--- src/sv/assert_macros.svh ---
// Assertion macros shared by the pair contingency counter RTL.
// Included by the modules that carry concurrent assertions; no other dependencies.
`ifndef ASSERT_MACROS_SVH
`define ASSERT_MACROS_SVH

// Property that must hold at every clock edge outside reset.
`define PCC_ASSERT_IMPL(label, clk, rst, prop, msg) \
   label: assert property (@(posedge clk) disable iff (rst) (prop)) else $error(msg);

// Condition that must never be true at a clock edge outside reset.
`define PCC_ASSERT_NEVER(label, clk, rst, cond, msg) \
   label: assert property (@(posedge clk) disable iff (rst) !(cond)) else $error(msg);

`endif

--- src/sv/pcc_pkg.sv ---
// Package for the pair contingency counter: field widths, codes, defaults and types.
// Used by the interfaces and every module of the block but pcc_ram; depends on nothing.
package pcc_pkg;

   // Default sizes of the counter store.
   localparam int MAX_DRUGS_DEF  = 8;
   localparam int MAX_EVENTS_DEF = 16;
   localparam int COUNT_BITS_DEF = 16;

   // Fixed widths of the transaction fields.
   localparam int OP_W         = 2;
   localparam int DRUG_BITS_W  = 8;
   localparam int EVENT_BITS_W = 16;
   localparam int DRUG_IDX_W   = 3;
   localparam int EVENT_IDX_W  = 4;
   localparam int DRUG_NUM_W   = 4;
   localparam int EVENT_NUM_W  = 5;

   // Configuration registers.
   localparam int DRUGS_REG_W  = 4;
   localparam int EVENTS_REG_W = 5;
   localparam int CSR_DATA_W   = 32;
   localparam int CSR_AW       = 3;
   localparam int CSR_IDX_W    = 1;
   localparam logic [CSR_IDX_W-1:0] REG_DRUGS  = 1'b0;
   localparam logic [CSR_IDX_W-1:0] REG_EVENTS = 1'b1;
   localparam logic [DRUGS_REG_W-1:0]  DRUGS_RESET  = 4'd8;
   localparam logic [EVENTS_REG_W-1:0] EVENTS_RESET = 5'd16;

   // Operation codes.
   localparam logic [OP_W-1:0] OP_ADD   = 2'd0;
   localparam logic [OP_W-1:0] OP_READ  = 2'd1;
   localparam logic [OP_W-1:0] OP_CLEAR = 2'd2;

   // Counter positions inside one pair's memory row.
   localparam int CELLS  = 4;
   localparam int CELL_W = 2;
   localparam logic [CELL_W-1:0] CELL_BOTH       = 2'd0;
   localparam logic [CELL_W-1:0] CELL_EVENT_ONLY = 2'd1;
   localparam logic [CELL_W-1:0] CELL_DRUG_ONLY  = 2'd2;
   localparam logic [CELL_W-1:0] CELL_NEITHER    = 2'd3;

   // Sequencer states.
   typedef enum logic [1:0] {
      ST_CLEAR,
      ST_IDLE,
      ST_ADD,
      ST_READ
   } state_type;

   // Memory access issued by the sequencer in one cycle.
   typedef struct packed {
      logic              rd;
      logic              rmw;
      logic              clr;
      logic [CELL_W-1:0] slot;
   } pcc_issue_type;

   // Result control from the sequencer to the output register.
   typedef struct packed {
      logic                   load;
      logic                   pair_ok;
      logic [DRUG_NUM_W-1:0]  drug_num;
      logic [EVENT_NUM_W-1:0] ev_num;
   } pcc_rsp_ctl_type;

endpackage

--- src/sv/pcc_csr.sv ---
// Configuration registers of the pair contingency counter behind an APB-style port.
// Depends on pcc_pkg for register indexes, widths and reset values.
module pcc_csr import pcc_pkg::*; (
   input  logic                    clock,
   input  logic                    reset,
   input  logic                    psel,
   input  logic                    penable,
   input  logic                    pwrite,
   input  logic [CSR_AW-1:0]       paddr,
   input  logic [CSR_DATA_W-1:0]   pwdata,
   output logic [CSR_DATA_W-1:0]   prdata,
   output logic                    pready,
   output logic [DRUGS_REG_W-1:0]  drugs_in_use,
   output logic [EVENTS_REG_W-1:0] events_in_use
);

   logic [DRUGS_REG_W-1:0]  drugs_ff;
   logic [EVENTS_REG_W-1:0] events_ff;
   logic [CSR_IDX_W-1:0]    reg_idx;
   logic                    wr_stb;

   // Registers sit at word addresses; the index is the word number.
   assign reg_idx = paddr[CSR_AW-1:2];
   assign wr_stb  = psel && penable && pwrite;
   assign pready  = 1'b1;

   // Register writes complete in the access phase.
   always_ff @(posedge clock) begin
      if (reset) begin
         drugs_ff  <= DRUGS_RESET;
         events_ff <= EVENTS_RESET;
      end else if (wr_stb) begin
         unique case (reg_idx)
            REG_DRUGS:  drugs_ff  <= pwdata[DRUGS_REG_W-1:0];
            REG_EVENTS: events_ff <= pwdata[EVENTS_REG_W-1:0];
            default: ;
         endcase
      end
   end

   // Read-back mux.
   always_comb begin
      unique case (reg_idx)
         REG_DRUGS:  prdata = CSR_DATA_W'(drugs_ff);
         REG_EVENTS: prdata = CSR_DATA_W'(events_ff);
         default:    prdata = '0;
      endcase
   end

   assign drugs_in_use  = drugs_ff;
   assign events_in_use = events_ff;

endmodule

--- config.mk ---
export PLATFORM = sky130hd
export DESIGN_NAME = pcc_csr
export DESIGN_NICKNAME = d
export VERILOG_FILES = /design/src/sv/assert_macros.svh /design/src/sv/pcc_pkg.sv /design/src/sv/pcc_csr.sv
export SDC_FILE = /design/constraint.sdc
export NUM_CORES = 1
export LEC_CHECK = 0
export BUFFER_PORTS_ARGS = -buffer_cell sky130_fd_sc_hd__buf_2
export CAP_MARGIN = 20
export CORE_ASPECT_RATIO = 1.5
export CORE_MARGIN = 3
export CORE_UTILIZATION = 32
export DETAILED_ROUTE_END_ITERATION = 6
export GPL_TIMING_DRIVEN = 0
export PLACE_DENSITY = 0.89
export SYNTH_ARGS = -nofsm -noshare
export SYNTH_HDL_FRONTEND = slang
export SYNTH_SLANG_ARGS = --single-unit
--- constraint.sdc ---
create_clock -name clock -period 1 [get_ports clock]
set_input_delay 0.15 -clock clock [delete_from_list [all_inputs] [get_ports clock]]
set_output_delay 0.15 -clock clock [all_outputs]
set_load 0.01 [all_outputs]
==> run metrics <==
placed insts 145; DIE HEIGHT between 60 and 70 um; type of the worst setup path flip-flop to output pin; Layout Nets 175; WP data required 0.85 ns; Post-Syn Area 682 um^2; IO Pins 82; top_reg_cell synth dfxtp_1; f_max 888 MHz; routed wire length about 1.6 mm; final period demand of the worst path 1.13 ns; kind of start point of the critical path flip-flop; Synth top area share 30.8%; HP Class input port to flip-flop; Crit Path Max Fanout 2; DR pass1 iterations 3; Cell Chain, Critical Path mux2_4, buf_6; final core occ a little under three fifths; DRT iter0 DRCs 4; highest cell delay on the worst timing path 0.32 ns; routability congestion estimate between 0.7 and 0.8; Starting Density 35.4%; Ys Warns 0; total grt overflow 0; Area Growth Syn to Fin 58.2%; outcome finished with violations; global-route wire length before repair 2.48 mm; Min Hold Slack 0.158 ns; register area share after synthesis 26.4%; Syn Inst Count 75; Skew-Pair Late Insertion Delay 0.25 ns; Final Total Pwr 0.920 mW; vias per inst 3.84; endpoints failing setup 5; synth cell count leaders 28 x buf_4, 11 x nand2b_1, 9 x dfxtp_1, 9 x mux2i_1; Final period util 113%; Final ANT Viol Nets 0; Num Clock Sinks 9; vias in the first global route just under 600; Core ar. just under 0.002 mm^2; CTS clock-pin slew for the worst setup and hold paths 0.06 ns; Synth async-reset ratio 0%; final setup margin -0.126 ns; FF+latch count, synth 9; cell with the most instances after synthesis buf_4; Setup Skew 0 ns; antenna violations before repair 0; CP bufs+invs 1; maximum vdd ir drop between 0.6 and 0.7 mV; top cells by area, synth buf_4 31%, dfxtp_1 26%, mux2i_1 13%; GRT Total Usage a little under an eighth; syn_area_per_cell 9.09 um^2; delay-heaviest family, CP flip-flops; cts bufs inserted 3; CTS tree yes; CTS max path bufs 2; I/O Buffers 23; Hold Vio Cnt, Final 0; violated checks negative setup slack; Vias 595; Post-synth EDFFs 0; RSZ-0062 raised after global routing true; die area 0.00273 mm^2; post-synth cell types 14; Hold Buf Count CTS 0; largest net degree at the start of global routing 11; max-cap viol count 0; H-tree levels 1; PD cells 853 mW/mm^2; post-route insts no fill 155; antenna cells 0; Synth area leader buf_4; Row Count 19; fillers ~180; share of layout cells above drive strength 1 57.5%; Worst Setup End Kind output pin; Routed WL per cell 10.6 um; post-route setup TNS -0.463 ns; Crit path arrival time 0.98 ns; critical path's slowest cell dfxtp_2; DIE WIDTH 43.7 um; number of remaining DRC errors 0; Lkg Pwr 0.596 nW; fin. max-slew vios 0; CTS Root Buffer Type clkbuf_4
==> state kept, by name (all words and copies together), names as in the netlist <==
register / count
events_in_use: 5
drugs_in_use: 4
==> layout by cell type, fill, tap and decap left out, drive strengths merged <==
master / netlist / routed
and4: 1 / 1
nand4: 1 / 1
buf: 31 / 60
and4b: 1 / 1
clkbuf: 1 / 5
conb: 2 / 28
dfxtp: 9 / 9
mux2i: 9 / 9
mux2: 4 / 4
nor2: 4 / 4
nand2b: 11 / 11
and2: 1 / 1
==> through the flow <==
step                setup slack [ns]  area [um^2]
finish                        -0.126         1080
global placement               0.111          921
global route                  -0.155         1080
detailed placement            0.0730          921
floorplan                      0.159          779
CTS                           -0.125         1040
==> worst min-delay path, cell delays in order <==
cell and delay, ns:
buf_2 0.07, nor2_1 0.03, mux2i_1 0.12
==> metal layers <==
layer	vias up	part of all wire, %	global-route usage (%)
li1	303	-	-
met1	253	31	10.5
met2	39	57	22.6
met3	0	12	3.75
met4	0	0	4.53
met5	-	0	0
==> what timing repair did <==
item	in CTS	in global routing
endpoints found under the setup margin	5	11
resized for setup	14	7
setup buffers	6	0
==> cells by family (layout without fill, tap and decap cells) <==
family        count (synthesis)  count (layout)  share of synthesized area, %
buf+inv                      32              65                          35.4
flops                         9               9                          26.4
mux                          13              13                          19.8
other cells                   2              28                          1.10
simple gates                 19              19                          17.2
==> path summary, 6_finish.rpt <==
kind / startpoint / end / slack [ns] / cells after the start
setup / recovery: drugs_in_use[2] / prdata[2] / -0.13 / 2
hold / removal: pwdata[4] / events_in_use[4] / 0.16 / 3
setup reg to reg: drugs_in_use[3] / drugs_in_use[3] / 0.27 / 3
hold reg to reg: events_in_use[0] / events_in_use[0] / 0.49 / 2
==> where the power goes <==
group / switching, mW / total, mW / leakage, nW / internal, mW
clock network: 0.126 / 0.279 / 0.0150 / 0.154
logic: 0.119 / 0.269 / 0.506 / 0.150
registers: 0.00446 / 0.372 / 0.0749 / 0.368
total: 0.249 / 0.920 / 0.596 / 0.671
==> cell type report <==
type / count / area, um^2 / share of cell area [%]
buffer: 32 / 241 / 22.4
clock buffer: 4 / 26.3 / 2.44
tap: 21 / 26.3 / 2.44
sequential: 9 / 190 / 17.6
timing repair buffer: 29 / 233 / 21.6
multi-input combinational: 60 / 362 / 33.5
No activity file was read; power rests on OpenSTA's default activity.
