### config.mk
export PLATFORM = sky130hd
export DESIGN_NAME = pcc_update
export DESIGN_NICKNAME = d
export VERILOG_FILES = /design/src/sv/pcc_pkg.sv /design/src/sv/pcc_update.sv
export VERILOG_INCLUDE_DIRS = /design/src /design/src/sv
export SDC_FILE = /design/constraint.sdc
export NUM_CORES = 1
export LEC_CHECK = 0
export BUFFER_PORTS_ARGS = -buffer_cell sky130_fd_sc_hd__buf_2
export CORE_ASPECT_RATIO = 0.5
export CORE_MARGIN = 4
export CORE_UTILIZATION = 35
export CTS_CLUSTER_DIAMETER = 120
export DETAILED_ROUTE_END_ITERATION = 6
export GPL_TIMING_DRIVEN = 0
export MAX_ROUTING_LAYER = met4
export PLACE_DENSITY = 0.69
export SYNTH_ARGS = -nofsm -noshare
export SYNTH_HDL_FRONTEND = slang
export SYNTH_SLANG_ARGS = --single-unit
### constraint.sdc
create_clock -name clock -period 4.9 [get_ports clock]
set_clock_uncertainty 0.15 [all_clocks]
set_input_delay 0.245 -clock clock [delete_from_list [all_inputs] [get_ports clock]]
set_output_delay 0.245 -clock clock [all_outputs]
set_load 0.005 [all_outputs]
### src/sv/assert_macros.svh
// Assertion macros shared by the pair contingency counter RTL.
// Included by the modules that carry concurrent assertions; no other dependencies.
`ifndef ASSERT_MACROS_SVH
`define ASSERT_MACROS_SVH

// Property that must hold at every clock edge outside reset.
`define PCC_ASSERT_IMPL(label, clk, rst, prop, msg) \
   label: assert property (@(posedge clk) disable iff (rst) (prop)) else $error(msg);

// Condition that must never be true at a clock edge outside reset.
`define PCC_ASSERT_NEVER(label, clk, rst, cond, msg) \
   label: assert property (@(posedge clk) disable iff (rst) !(cond)) else $error(msg);

`endif

### src/sv/pcc_pkg.sv
// Package for the pair contingency counter: field widths, codes, defaults and types.
// Used by the interfaces and every module of the block but pcc_ram; depends on nothing.
package pcc_pkg;

   // Default sizes of the counter store.
   localparam int MAX_DRUGS_DEF  = 8;
   localparam int MAX_EVENTS_DEF = 16;
   localparam int COUNT_BITS_DEF = 16;

   // Fixed widths of the transaction fields.
   localparam int OP_W         = 2;
   localparam int DRUG_BITS_W  = 8;
   localparam int EVENT_BITS_W = 16;
   localparam int DRUG_IDX_W   = 3;
   localparam int EVENT_IDX_W  = 4;
   localparam int DRUG_NUM_W   = 4;
   localparam int EVENT_NUM_W  = 5;

   // Configuration registers.
   localparam int DRUGS_REG_W  = 4;
   localparam int EVENTS_REG_W = 5;
   localparam int CSR_DATA_W   = 32;
   localparam int CSR_AW       = 3;
   localparam int CSR_IDX_W    = 1;
   localparam logic [CSR_IDX_W-1:0] REG_DRUGS  = 1'b0;
   localparam logic [CSR_IDX_W-1:0] REG_EVENTS = 1'b1;
   localparam logic [DRUGS_REG_W-1:0]  DRUGS_RESET  = 4'd8;
   localparam logic [EVENTS_REG_W-1:0] EVENTS_RESET = 5'd16;

   // Operation codes.
   localparam logic [OP_W-1:0] OP_ADD   = 2'd0;
   localparam logic [OP_W-1:0] OP_READ  = 2'd1;
   localparam logic [OP_W-1:0] OP_CLEAR = 2'd2;

   // Counter positions inside one pair's memory row.
   localparam int CELLS  = 4;
   localparam int CELL_W = 2;
   localparam logic [CELL_W-1:0] CELL_BOTH       = 2'd0;
   localparam logic [CELL_W-1:0] CELL_EVENT_ONLY = 2'd1;
   localparam logic [CELL_W-1:0] CELL_DRUG_ONLY  = 2'd2;
   localparam logic [CELL_W-1:0] CELL_NEITHER    = 2'd3;

   // Sequencer states.
   typedef enum logic [1:0] {
      ST_CLEAR,
      ST_IDLE,
      ST_ADD,
      ST_READ
   } state_type;

   // Memory access issued by the sequencer in one cycle.
   typedef struct packed {
      logic              rd;
      logic              rmw;
      logic              clr;
      logic [CELL_W-1:0] slot;
   } pcc_issue_type;

   // Result control from the sequencer to the output register.
   typedef struct packed {
      logic                   load;
      logic                   pair_ok;
      logic [DRUG_NUM_W-1:0]  drug_num;
      logic [EVENT_NUM_W-1:0] ev_num;
   } pcc_rsp_ctl_type;

endpackage

### src/sv/pcc_update.sv
// Write-back stage of the pair contingency counter: saturating increment of one counter
// in the row just read, and the zero writes of the clearing sweep. Depends on pcc_pkg.
`include "assert_macros.svh"

module pcc_update import pcc_pkg::*; #(
   parameter int COUNT_BITS = COUNT_BITS_DEF,
   parameter int AW         = 7,
   localparam int ROW_W     = CELLS * COUNT_BITS
) (
   input  logic             clock,
   input  logic             reset,
   input  pcc_issue_type    issue,
   input  logic [AW-1:0]    mem_addr,
   input  logic [ROW_W-1:0] rd_data,
   output logic             wr_en,
   output logic [AW-1:0]    wr_addr,
   output logic [ROW_W-1:0] wr_data,
   output logic             wb_busy
);

   logic                  wb_valid_ff;
   logic [AW-1:0]         wb_addr_ff;
   logic [CELL_W-1:0]     wb_cell_ff;
   logic [COUNT_BITS-1:0] sel_cnt;
   logic [COUNT_BITS-1:0] inc_cnt;
   logic [ROW_W-1:0]      new_row;

   // The write-back comes in the cycle after the read.
   always_ff @(posedge clock) begin
      if (reset) begin
         wb_valid_ff <= 1'b0;
      end else begin
         wb_valid_ff <= issue.rmw;
      end
   end

   always_ff @(posedge clock) begin
      wb_addr_ff <= mem_addr;
      wb_cell_ff <= issue.slot;
   end

   // Saturating increment of the selected counter.
   assign sel_cnt = rd_data[wb_cell_ff * COUNT_BITS +: COUNT_BITS];
   assign inc_cnt = (&sel_cnt) ? sel_cnt : sel_cnt + COUNT_BITS'(1);

   always_comb begin
      for (int k = 0; k < CELLS; k++) begin
         new_row[k * COUNT_BITS +: COUNT_BITS] =
            (CELL_W'(k) == wb_cell_ff) ? inc_cnt : rd_data[k * COUNT_BITS +: COUNT_BITS];
      end
   end

   // Write port: pending update, else a sweep row of zeros.
   assign wr_en   = wb_valid_ff || issue.clr;
   assign wr_addr = wb_valid_ff ? wb_addr_ff : mem_addr;
   assign wr_data = wb_valid_ff ? new_row : '0;
   assign wb_busy = wb_valid_ff;

   `PCC_ASSERT_NEVER(a_sweep_vs_update, clock, reset, issue.clr && wb_valid_ff, "sweep write collides with a counter update")

endmodule

==> results of run 1 <==
## flip-flops by register name, summed over array words and instances, names as in the netlist
register / flops
wb_addr_ff: 7
wb_busy: 1
wb_cell_ff: 2
## per-layer routing
layer	vias to the layer above	global-route usage, %	share of wire, %
met3	16	4.07	8.7
met2	152	40.1	47
met1	1325	33.1	43
met4	0	4.20	1.4
li1	1349	-	-
met5	-	-	0
## how the worst min path moves through the flow
stage,end,depth (start not counted)
after global routing,wb_busy,2
after detailed placement,wb_cell_ff[0],1
after global placement,wb_cell_ff[0],1
final,wb_busy,2
after CTS,wb_busy,2
after floorplan,wb_addr_ff[0],0
## metrics by stage
| stage | cell area [um^2] | setup WS, ns | total power [uW] |
|---|---|---|---|
| final | 3060 | 1.34 | 474 |
| after global routing | 3060 | 1.22 | 508 |
| after CTS | 3060 | 1.42 | 473 |
| after detailed placement | 2900 | 1.67 | 324 |
| after global placement | 2900 | 1.66 | 322 |
| after floorplan | 2060 | 2.15 | 224 |
## repair_timing
item / in CTS / in global routing
hold buffers: 9 / 0
setup endpoints to repair: 0 / 0
hold endpoints to repair: 9 / 0
## layout by cell type (no fill, tap or decap), drive strengths merged, types with 2 or more instances in the layout
cell and n:
nor3b 2, o22ai 2, nor2 22, mux4 16, nor3 2, nor2b 3, nand3 12, o211ai 5
and3 4, nand2b 2, a211oi 2, a311oi 4, clkbuf 19, xor2 9, mux2i 2, o221a 4
or2 2, o21ai 36, dlygate4sd3 9, a31oi 3, dfxtp 10, xnor2 8, nand2 30, a21oi 41
buf 158, and4 8, and2 4, mux2 7
## cell type report
class                      count  area [um^2]  area share (%)
sequential                    10          200            6.54
clock buffer                   3         75.1            2.45
tap                           73         91.3            2.98
multi-input combinational    235         1720            56.1
buffer                        25          135            4.42
inverter                       2         7.51           0.245
timing repair buffer         158          836            27.3
## power breakdown
part	internal, uW	switching (uW)	leakage [uW]
Sequential	86.2	3.06	0.0000843
Clock	106	36.1	0.0000370
Combinational	112	130	0.00132
Total	304	170	0.00144
## worst max-delay path: cells and delay by family (launching register included)
kind            cells  cell delay [ns]
compound gates      1             0.18
mux                 1             0.24
fa+ha+maj           1             0.14
flops               1             0.52
buf+inv             4             0.96
simple gates        3             0.86
## cell families (layout without fill, tap and decap cells)
family / after synthesis / in the layout / synth area share, %
xor gates and xnor gates: 17 / 17 / 7.60
DFF: 10 / 10 / 9.73
and+or+nand+nor: 92 / 92 / 24.0
adders and majority gates: 1 / 1 / 0.608
AOI/OAI and AO/OA: 100 / 100 / 28.6
buffers and inverters: 27 / 188 / 6.93
muxes: 25 / 25 / 22.5
==> results.md, run 1 <==
Run status:
- The flow ran to the end, and the final reports show no timing, DRC or antenna violations.

CTS:
- Post-CTS timing repair inserted 0 buffers for setup.
- The post-cts resize count is 0.
- After clock tree synthesis, the clock-pin slew on the worst setup and hold paths is 0.04 ns.
- In this run the number of H-tree levels came out at 1.
- The clock tree root buffer cell is clkbuf_16.
- The number of buffers created by CTS is 3.
- The clock drives 10 sinks.
- The TritonCTS clock tree is built.
- In this run the deepest clock path goes through 2 buffers.

Critical path:
- The worst path required time is 4.51 ns.
- The worst setup path is launched from a flop.
- The highest fanout seen on the critical path is 10.
- The endpoint class of the critical path is an output port.
- The most critical setup path has its startpoint at wb_cell_ff[1].
- The maximum single-stage delay on the critical path is 0.52 ns.
- The critical path class is reg -> out.
- Following the worst setup path forward leads to its endpoint at wr_data[30].
- The critical path goes through buf_4, mux4_2, ha_1, clkbuf_1, and3_4, nand2_4, buf_4, nor3_1, a311oi_1, buf_2.
- The most common cell type on the critical path is buf_4.
- The worst endpoint data arrival time is 3.16 ns.
- The library cell contributing the largest single delay on the critical path is dfxtp_1.

Synthesis:
- In this run, synthesis inferred 0 flip-flops with an integrated enable.
- Counting flops and latches in the post-synthesis netlist gives 10.
- The cell count after synthesis is 272.
- The area share of the leading cell type in the synthesized netlist is 17.5%.
- For this run, the register share of the synthesized area comes to 9.73%.
- The most common cell in the synthesized netlist is a21oi_1.
- Averaged over all synthesized cells, the footprint is 7.57 um^2.
- In this run the cell area of the synthesized design comes to 0.00206 mm^2.
- The most used flip-flop cell after synthesis is dfxtp_1.
- The total nets after synthesis is 351.
- By area the synthesized netlist is led by mux4_2 18%, a21oi_1 9.7%, dfxtp_1 9.7%.
- The share of synthesized registers carrying an async set or reset is 0%.
- The netlist uses 48 different library cells.
- Yosys printed 0 warnings.
- Summed over all instances, the cell type with the most area after synthesis is mux4_2.
- Counting instances in the post-synthesis netlist gives the leading cell types as 40 x a21oi_1, 33 x o21ai_0, 29 x nand2_1, 21 x nor2_1.

Floorplanning:
- The die area is 0.00725 mm^2.
- In this run the vertical extent of the chip is 62.2 um.
- The number of I/O pins is 151.
- The initial cell density of the core is 36.8%.
- The number of placement rows is 19.
- Measured along the x axis, the die boundary spans 116 um.
- The placeable core area is 0.00559 mm^2.

Flow run:
- Across the run, the number of max-cap violations was 0.

Routing:
- The DRC marker count from the first detailed-route iteration is 185.
- The routed wirelength normalized by instance count is 17.4 um.
- For this run, the detailed router's first-pass iteration total came to 5.
- The routed layout has 2,842 vias.
- For this run, design rule violations remaining after detail routing come to 0.
- The antenna violation net count after detailed routing is 0.
- The aggregate routed wire length is 8820 um.
- After detailed routing, the number of vias per cell comes to 5.62.

Finish:
- The post-route netlist has 47.1% of its cells at a drive strength greater than 1.
- The net count of the finished layout is 514.
- The antenna diode count is 0.
- The layout has 557 filler cells.
- Cells fill 54.8% of the core in the end.
- The non-filler instance count after layout is 506.
- The area added between synthesis and finish is 48.7%.

Placement:
- Routability-driven placement finished with a final weighted congestion of 0.947.
- The number of instances in the placed design is 494.
- The count of buffers from port buffering is 149.
- The total half-perimeter wirelength after legalization and detailed placement is 6990 um.

STA:
- The worst hold slack after final layout is 0.0204 ns.
- Dividing the final minimum period by the clock period gives 72.6%.
- The worst slew margin relative to its limit is 57.6%.
- The final hold violation count is 0.
- The accumulated negative setup slack is 0 ns.
- Timing would allow up to 281 MHz.
- The final-report max-slew violation count is 0.
- Setup violations remaining at the end of the flow were counted as 0.
- The final critical delay including setup and external delays is 3.56 ns.
- Setup repair after global routing left no endpoint under its margin.
- At the pin with the least slew margin, the transition time is 0.636 ns.

Hold path:
- The worst hold path belongs to the class in -> reg.
- The launch instance of the worst min-delay path is reset.

Global route:
- The initial antenna violation count was 0.
- The wire length of the first global-routing pass is 14,200 um.
- Global routing used 24.8% of the available tracks across all layers.
- The final global-route overflow total is 0.
- The via count of the first global-routing pass is 2,863.
- The largest net degree at the start of global routing is 11.

Pwr:
- The power density over the cells is 155 mW/mm^2.
- Summed over all cells, the static leakage comes to 0.00144 uW.
- The largest vdd supply drop is 0.256 mV.
Power figures use the tool's default switching activity.
==> run 2: changes to the inputs <==
==> constraint.sdc (replaced) <==
create_clock -name clock -period 3.31 [get_ports clock]
set_clock_uncertainty 0.15 [all_clocks]
set_input_delay 0.1655 -clock clock [delete_from_list [all_inputs] [get_ports clock]]
set_output_delay 0.1655 -clock clock [all_outputs]
set_load 0.005 [all_outputs]
==> results.md, run 2 (same netlist as run 1, synthesis figures left out) <==
CTS:
- The TritonCTS clock tree is built (unchanged).
- The total number of H-tree levels is 1 (unchanged).
- The number of buffers on the longest clock path was 2 (unchanged).
- The number of post-CTS setup repair buffers is 0 (unchanged).
- The clock tree root buffer cell is clkbuf_16 (unchanged).
- The number of sinks handled by clock tree synthesis is 10 (unchanged).
- The number of buffers created by CTS came to 3 (unchanged).
- The clock transition time at the flip-flop clock pins of the worst setup and hold paths came to 0.04 ns (about the same).

Global route:
- The final global-route overflow total is 0 (unchanged).
- The largest net degree at the start of global routing is 11 (unchanged).
- The global-route total usage across every layer is 25.0% (was 24.8%).
- The initial antenna violation count is 0 (unchanged).
- The wire length of the first global-routing pass is 14,300 um (was 14,200 um).
- The via count of the first global-routing pass was 2,880 (was 2,863).

STA:
- The accumulated negative setup slack is 0 ns (unchanged).
- For this run, the top clock speed supported by timing is 316 MHz.
- The worst slew margin relative to its limit is 57.7% (was 57.6%).
- The transition time of the tightest slew-check pin was 0.634 ns (was 0.636 ns).
- The final-report max-slew violation count is 0 (unchanged).
- RSZ-0062 raised after global routing: false (unchanged).
- The final hold violation count is 0 (unchanged).
- The final count of negative-setup-slack endpoints is 0 (unchanged).
- The share of the clock period used by the worst path after layout is 95.6%.
- Counting I/O delays and the setup requirement, the final critical path takes 3.16 ns.

Pwr:
- The static leakage power came to 0.00145 uW (was 0.00144 uW).
- The largest vdd supply drop is 0.379 mV (was 0.256 mV).
- The power density over the cells is 229 mW/mm^2 (was 155 mW/mm^2).

Finish:
- The antenna diode count is 0 (unchanged).
- The final-stage net count is 514 (unchanged).
- The area added between synthesis and finish is 50.1% (was 48.7%).
- The register containing the most flip-flops in the final layout is wb_addr_ff (unchanged).
- The sequential cell area is 200 um^2 (unchanged).
- The share of post-route cells with drive strength above 1 is 48.0% (was 47.1%).
- The final-layout fill cell count was 555 (was 557).
- The final cell area excluding filler cells is 0.00309 mm^2 (was 0.00306 mm^2).
- The most frequent standard cell in the layout excluding fill and tap cells was buf_2 (unchanged).
- The flip-flop count of the largest register after layout is 7 (unchanged).
- Most used cells in the layout excluding fill and tap cells: 152 x buf_2, 40 x a21oi_1, 33 x o21ai_0 (unchanged).
- The area of combinational cells with multiple inputs was 0.00174 mm^2 (was 0.00172 mm^2).

Critical path:
- The critical path class was reg -> out (unchanged).
- The endpoint class of the critical path is an output port (unchanged).
- Cell Chain, Critical Path: buf_4, mux4_2, ha_2, and3_4, nand2_4, o211ai_1, xor2_2, a211oi_1, buf_2 (was buf_4, mux4_2, ha_1, clkbuf_1, and3_4, nand2_4, buf_4, nor3_1, a311oi_1, buf_2).
- The worst path required time is 2.99 ns (was 4.51 ns).
- The startpoint type of the worst setup path is a flop (unchanged).
- The highest fanout seen on the critical path is 10 (unchanged).
- The worst endpoint data arrival time was 2.85 ns (was 3.16 ns).
- The library cell contributing the largest single delay on the critical path is dfxtp_1 (unchanged).
- The maximum single-stage delay on the critical path is 0.51 ns (was 0.52 ns).

Placement:
- The final weighted congestion of routability-driven global placement is 0.947 (unchanged).
- The total half-perimeter wirelength after legalization and detailed placement came to 6990 um (unchanged).
- The placement-stage cell area is 0.00290 mm^2 (unchanged).
- The count of buffers from port buffering was 149 (unchanged).

Floorplanning:
- The chip height is 62.2 um (unchanged).
- The floorplan die width is 116 um (unchanged).
- The number of I/O pins was 151 (unchanged).
- The die area is 0.00725 mm^2 (unchanged).
- The placeable core area is 0.00559 mm^2 (unchanged).
- The initial cell density of the core came to 36.8% (unchanged).
- The number of placement rows was 19 (unchanged).

Routing:
- The routed wirelength normalized by instance count is 17.7 um (was 17.4 um).
- The antenna violation net count after detailed routing was 0 (unchanged).
- The number of vias per cell was 5.64 (was 5.62).
- The aggregate routed wire length was 8940 um (was 8820 um).
- The post-detailed-route DRC marker count was 0 (unchanged).
- The DRC marker count from the first detailed-route iteration is 230 (was 185).
- The via total after detailed routing is 2,856 (was 2,842).
- The iteration count of the initial detailed-routing pass is 5 (unchanged).

Hold path:
- The worst hold path class is in -> reg (unchanged).

Flow run:
- The number of violations of the max-capacitance limit is 0 (unchanged).

Run status:
- Run status: finished, final reports clean (unchanged).
run 2: changes by cell type in the layout (fill, tap and decap cells not counted), sizes merged:
cell         change
clkbuf           -1
dlygate4sd3      +1
run 2: metrics by stage:
step                power (uW)  std cells  worst slack [ns]  util [%]  hold WS, ns
floorplan                  331        272             0.641         -       0.0432
global placement           477        494             0.149      51.8        0.119
detailed placement         479        494             0.163      51.8        0.120
CTS                        703        506            0.0558      55.1       0.0182
global route               756        506           0.00994      55.3       0.0171
finish                     707        506             0.147      55.3       0.0178
run 2: layout make-up:
cell class / count / area share, %
Tap cell: 73 / 2.96
Buffer: 24 / 4.25
Clock buffer: 3 / 2.43
Inverter: 2 / 0.243
Multi-Input combinational cell: 235 / 56.3
Sequential cell: 10 / 6.48
Timing Repair Buffer: 159 / 27.4
run 2: timing repair:
item	in CTS	in global routing
endpoints found under the hold margin	10	0
pin swaps	0	1
resized for setup	2	2
endpoints found under the setup margin	14	12
hold buffers	10	0
run 2: critical path, delay by kind of cell (launching register included):
family | cells | cell delay (ns)
compound gates | 2 | 0.60
xor+xnor | 1 | 0.17
fa+ha+maj | 1 | 0.29
buf+inv | 2 | 0.44
flops | 1 | 0.51
mux | 1 | 0.24
simple gates | 2 | 0.36
run 2: routing by layer:
| metal | vias to the layer above | global-route usage, % | share of wire [%] |
|---|---|---|---|
| met4 | 0 | 4.20 | 1.4 |
| li1 | 1351 | - | - |
| met2 | 132 | 40.8 | 47 |
| met5 | - | - | 0 |
| met1 | 1357 | 33.0 | 43 |
| met3 | 16 | 4.27 | 8.2 |
run 2: power by group:
part	switching (uW)	internal [uW]
Sequential	4.56	128
Combinational	195	169
Clock	53.8	156
Total	254	453
run 2: path summary, 6_finish.rpt:
check / startpoint / end / depth (start not counted)
worst min-delay path: issue[3] / wb_busy / 2
worst max-delay path: wb_cell_ff[1] / wr_data[51] / 9
==> run 3: changes to the inputs <==
--- a/config.mk
+++ b/config.mk
@@ -13,6 +13,7 @@
 export CTS_CLUSTER_DIAMETER = 120
 export DETAILED_ROUTE_END_ITERATION = 6
 export GPL_TIMING_DRIVEN = 0
+export HOLD_SLACK_MARGIN = 0.12
 export MAX_ROUTING_LAYER = met4
 export PLACE_DENSITY = 0.69
 export SYNTH_ARGS = -nofsm -noshare
==> results.md, run 3 (same netlist as run 1, synthesis figures left out) <==
Run status:
- Run status: finished, final reports clean (unchanged).

Floorplanning:
- The number of placement rows is 19 (unchanged).
- The number of I/O pins is 151 (unchanged).
- The chip height is 62.2 um (unchanged).
- The initial cell density of the core is 36.8% (unchanged).
- The die area is 0.00725 mm^2 (unchanged).
- The placeable core area came to 0.00559 mm^2 (unchanged).
- The floorplan die width is 116 um (unchanged).

CTS:
- The clock tree root buffer cell was clkbuf_16 (unchanged).
- The total number of H-tree levels is 1 (unchanged).
- The number of sinks handled by clock tree synthesis is 10 (unchanged).
- The number of post-CTS setup repair buffers was 0 (unchanged).
- The clock transition time at the flip-flop clock pins of the worst setup and hold paths is 0.04 ns (about the same).
- The number of buffers on the longest clock path was 2 (unchanged).
- The number of buffers created by CTS is 3 (unchanged).
- The TritonCTS clock tree is built (unchanged).

Finish:
- Most used cells in the layout excluding fill and tap cells: 152 x buf_2, 40 x a21oi_1, 33 x o21ai_0 (unchanged).
- The share of post-route cells with drive strength above 1 was 47.9% (was 48.0%).
- The register containing the most flip-flops in the final layout was wb_addr_ff (unchanged).
- The final-stage net count is 515 (was 514).
- The antenna diode count is 0 (unchanged).
- The most frequent standard cell in the layout excluding fill and tap cells is buf_2 (unchanged).
- The area added between synthesis and finish was 50.6% (was 50.1%).
- The flip-flop count of the largest register after layout is 7 (unchanged).

Global route:
- The met3 usage in global routing is 4.27% (unchanged).
- The met2 usage is 40.5% (was 40.8%).
- The via count of the first global-routing pass is 2,879 (was 2,880).
- The initial antenna violation count is 0 (unchanged).
- The final global-route overflow total is 0 (unchanged).
- The global-route total usage across every layer is 24.9% (was 25.0%).
- The wire length of the first global-routing pass is 14,300 um (about the same).
- The fraction of met1 tracks used by global routing is 33.1% (was 33.0%).
- The largest net degree at the start of global routing is 11 (unchanged).
- The routing layer with the top usage in global route is met2 (unchanged).

Pwr:
- The internal cell power came to 454 uW (was 453 uW).
- The largest vdd supply drop was 0.378 mV (was 0.379 mV).
- The sequential cell fraction of total power came to 18.7% (about the same).
- The share of power burned in combinational logic is 51.6% (was 51.5%).
- The portion of total power attributed to the clock network came to 29.7% (about the same).
- The proportion of total power due to net switching came to 35.8% (was 35.9%).
- The power density over the cells is 228 mW/mm^2 (was 229 mW/mm^2).
- The static leakage power is 0.00146 uW (was 0.00145 uW).
- The power spent charging and discharging nets came to 254 uW (about the same).

Flow run:
- The number of violations of the max-capacitance limit was 0 (unchanged).

STA:
- RSZ-0062 raised after global routing: false (unchanged).
- The accumulated negative setup slack is 0 ns (unchanged).
- The final worst-path setup slack is 0.137 ns (was 0.147 ns).
- The share of the clock period used by the worst path after layout is 95.9% (was 95.6%).
- The transition time of the tightest slew-check pin is 0.627 ns (was 0.634 ns).
- The highest clock rate was 315 MHz (was 316 MHz).
- The final critical delay including setup and external delays came to 3.17 ns (was 3.16 ns).
- The worst slew margin relative to its limit is 58.2% (was 57.7%).
- The final count of negative-setup-slack endpoints is 0 (unchanged).
- The final hold violation count was 0 (unchanged).
- The final-report max-slew violation count came to 0 (unchanged).

Critical path:
- The end of the critical path is wr_data[51] (unchanged).
- The critical path class is reg -> out (unchanged).
- The startpoint type of the worst setup path is a flop (unchanged).
- The worst setup path startpoint is wb_cell_ff[1] (unchanged).
- The highest fanout seen on the critical path is 10 (unchanged).
- The endpoint class of the critical path is an output port (unchanged).
- The worst path required time is 2.99 ns (about the same).
- The worst endpoint data arrival time is 2.86 ns (was 2.85 ns).

Routing:
- The iteration count of the initial detailed-routing pass is 6 (was 5).
- The post-detailed-route DRC marker count is 0 (unchanged).
- The aggregate routed wire length is 8900 um (was 8940 um).
- The via total after detailed routing is 2,862 (was 2,856).
- The number of vias per cell was 5.64 (about the same).
- The DRC marker count from the first detailed-route iteration is 232 (was 230).
- The routed wirelength normalized by instance count is 17.6 um (was 17.7 um).
- The antenna violation net count after detailed routing was 0 (unchanged).

Hold path:
- The worst hold path class was in -> reg (unchanged).

Placement:
- The count of buffers from port buffering is 149 (unchanged).
- The total half-perimeter wirelength after legalization and detailed placement is 6990 um (unchanged).
- The post-placement worst setup slack is 0.163 ns (unchanged).
- The final weighted congestion of routability-driven global placement came to 0.947 (unchanged).
-- run 3: cell count changes in the layout (fill, tap and decap cells not counted), sizes merged --
cell / previous run / this run
dlygate4sd3: 10 / 11
-- run 3: cell type report --
class | instances | area, um^2
Timing Repair Buffer | 160 | 856
Buffer | 24 | 131
Sequential cell | 10 | 200
Fill cell | 554 | 2490
Clock buffer | 3 | 75.1
Multi-Input combinational cell | 235 | 1740
Tap cell | 73 | 91.3
Inverter | 2 | 7.51
-- run 3: timing repair --
action                                  in CTS  in global routing
hold endpoints to repair                    10                  0
resized for setup                            2                  2
hold buffers                                11                  0
pin swaps                                    0                  1
endpoints found under the setup margin      14                 12
-- run 3: power groups by stage --
stage          clock network [uW]  logic (uW)  registers, uW
2_1_floorplan                   0         199            132
5_1_grt                       225         400            133
6_report                      210         365            132
4_1_cts                       214         358            132
3_5_place_dp                    0         345            134
3_3_place_gp                    0         343            134
-- run 3: layer usage --
metal	up-vias	wire, um
li1	1351	-
met1	1350	3830
met2	139	4170
met3	22	739
met4	0	154
met5	-	0
-- run 3: stage by stage --
step	utilization [%]	total power (uW)	std cells	cell area (um^2)	hold slack, ns
floorplan	-	331	272	2060	0.0432
global placement	51.8	477	494	2900	0.119
detailed placement	51.8	479	494	2900	0.120
CTS	55.3	704	507	3090	0.415
global route	55.5	757	507	3100	0.431
finish	55.5	707	507	3100	0.415
-- run 3: worst min path at each step --
stage | slack (ns) | end | cells after the start | start
2_1_floorplan | 0.04 | wb_addr_ff[0] | 0 | mem_addr[0]
3_3_place_gp | 0.12 | wb_cell_ff[0] | 1 | issue[0]
3_5_place_dp | 0.12 | wb_cell_ff[0] | 1 | issue[0]
4_1_cts | 0.41 | wb_cell_ff[1] | 2 | issue[1]
5_1_grt | 0.43 | wb_cell_ff[1] | 2 | issue[1]
6_report | 0.42 | wb_cell_ff[1] | 2 | issue[1]
-- run 3: worst max-delay path: stages, from the launching register on --
cell and delay (ns):
dfxtp_1 0.52, buf_4 0.27, mux4_2 0.23, ha_2 0.29
and3_4 0.27, nand2_4 0.10, o211ai_1 0.36, xor2_2 0.17
a211oi_1 0.24, buf_2 0.16
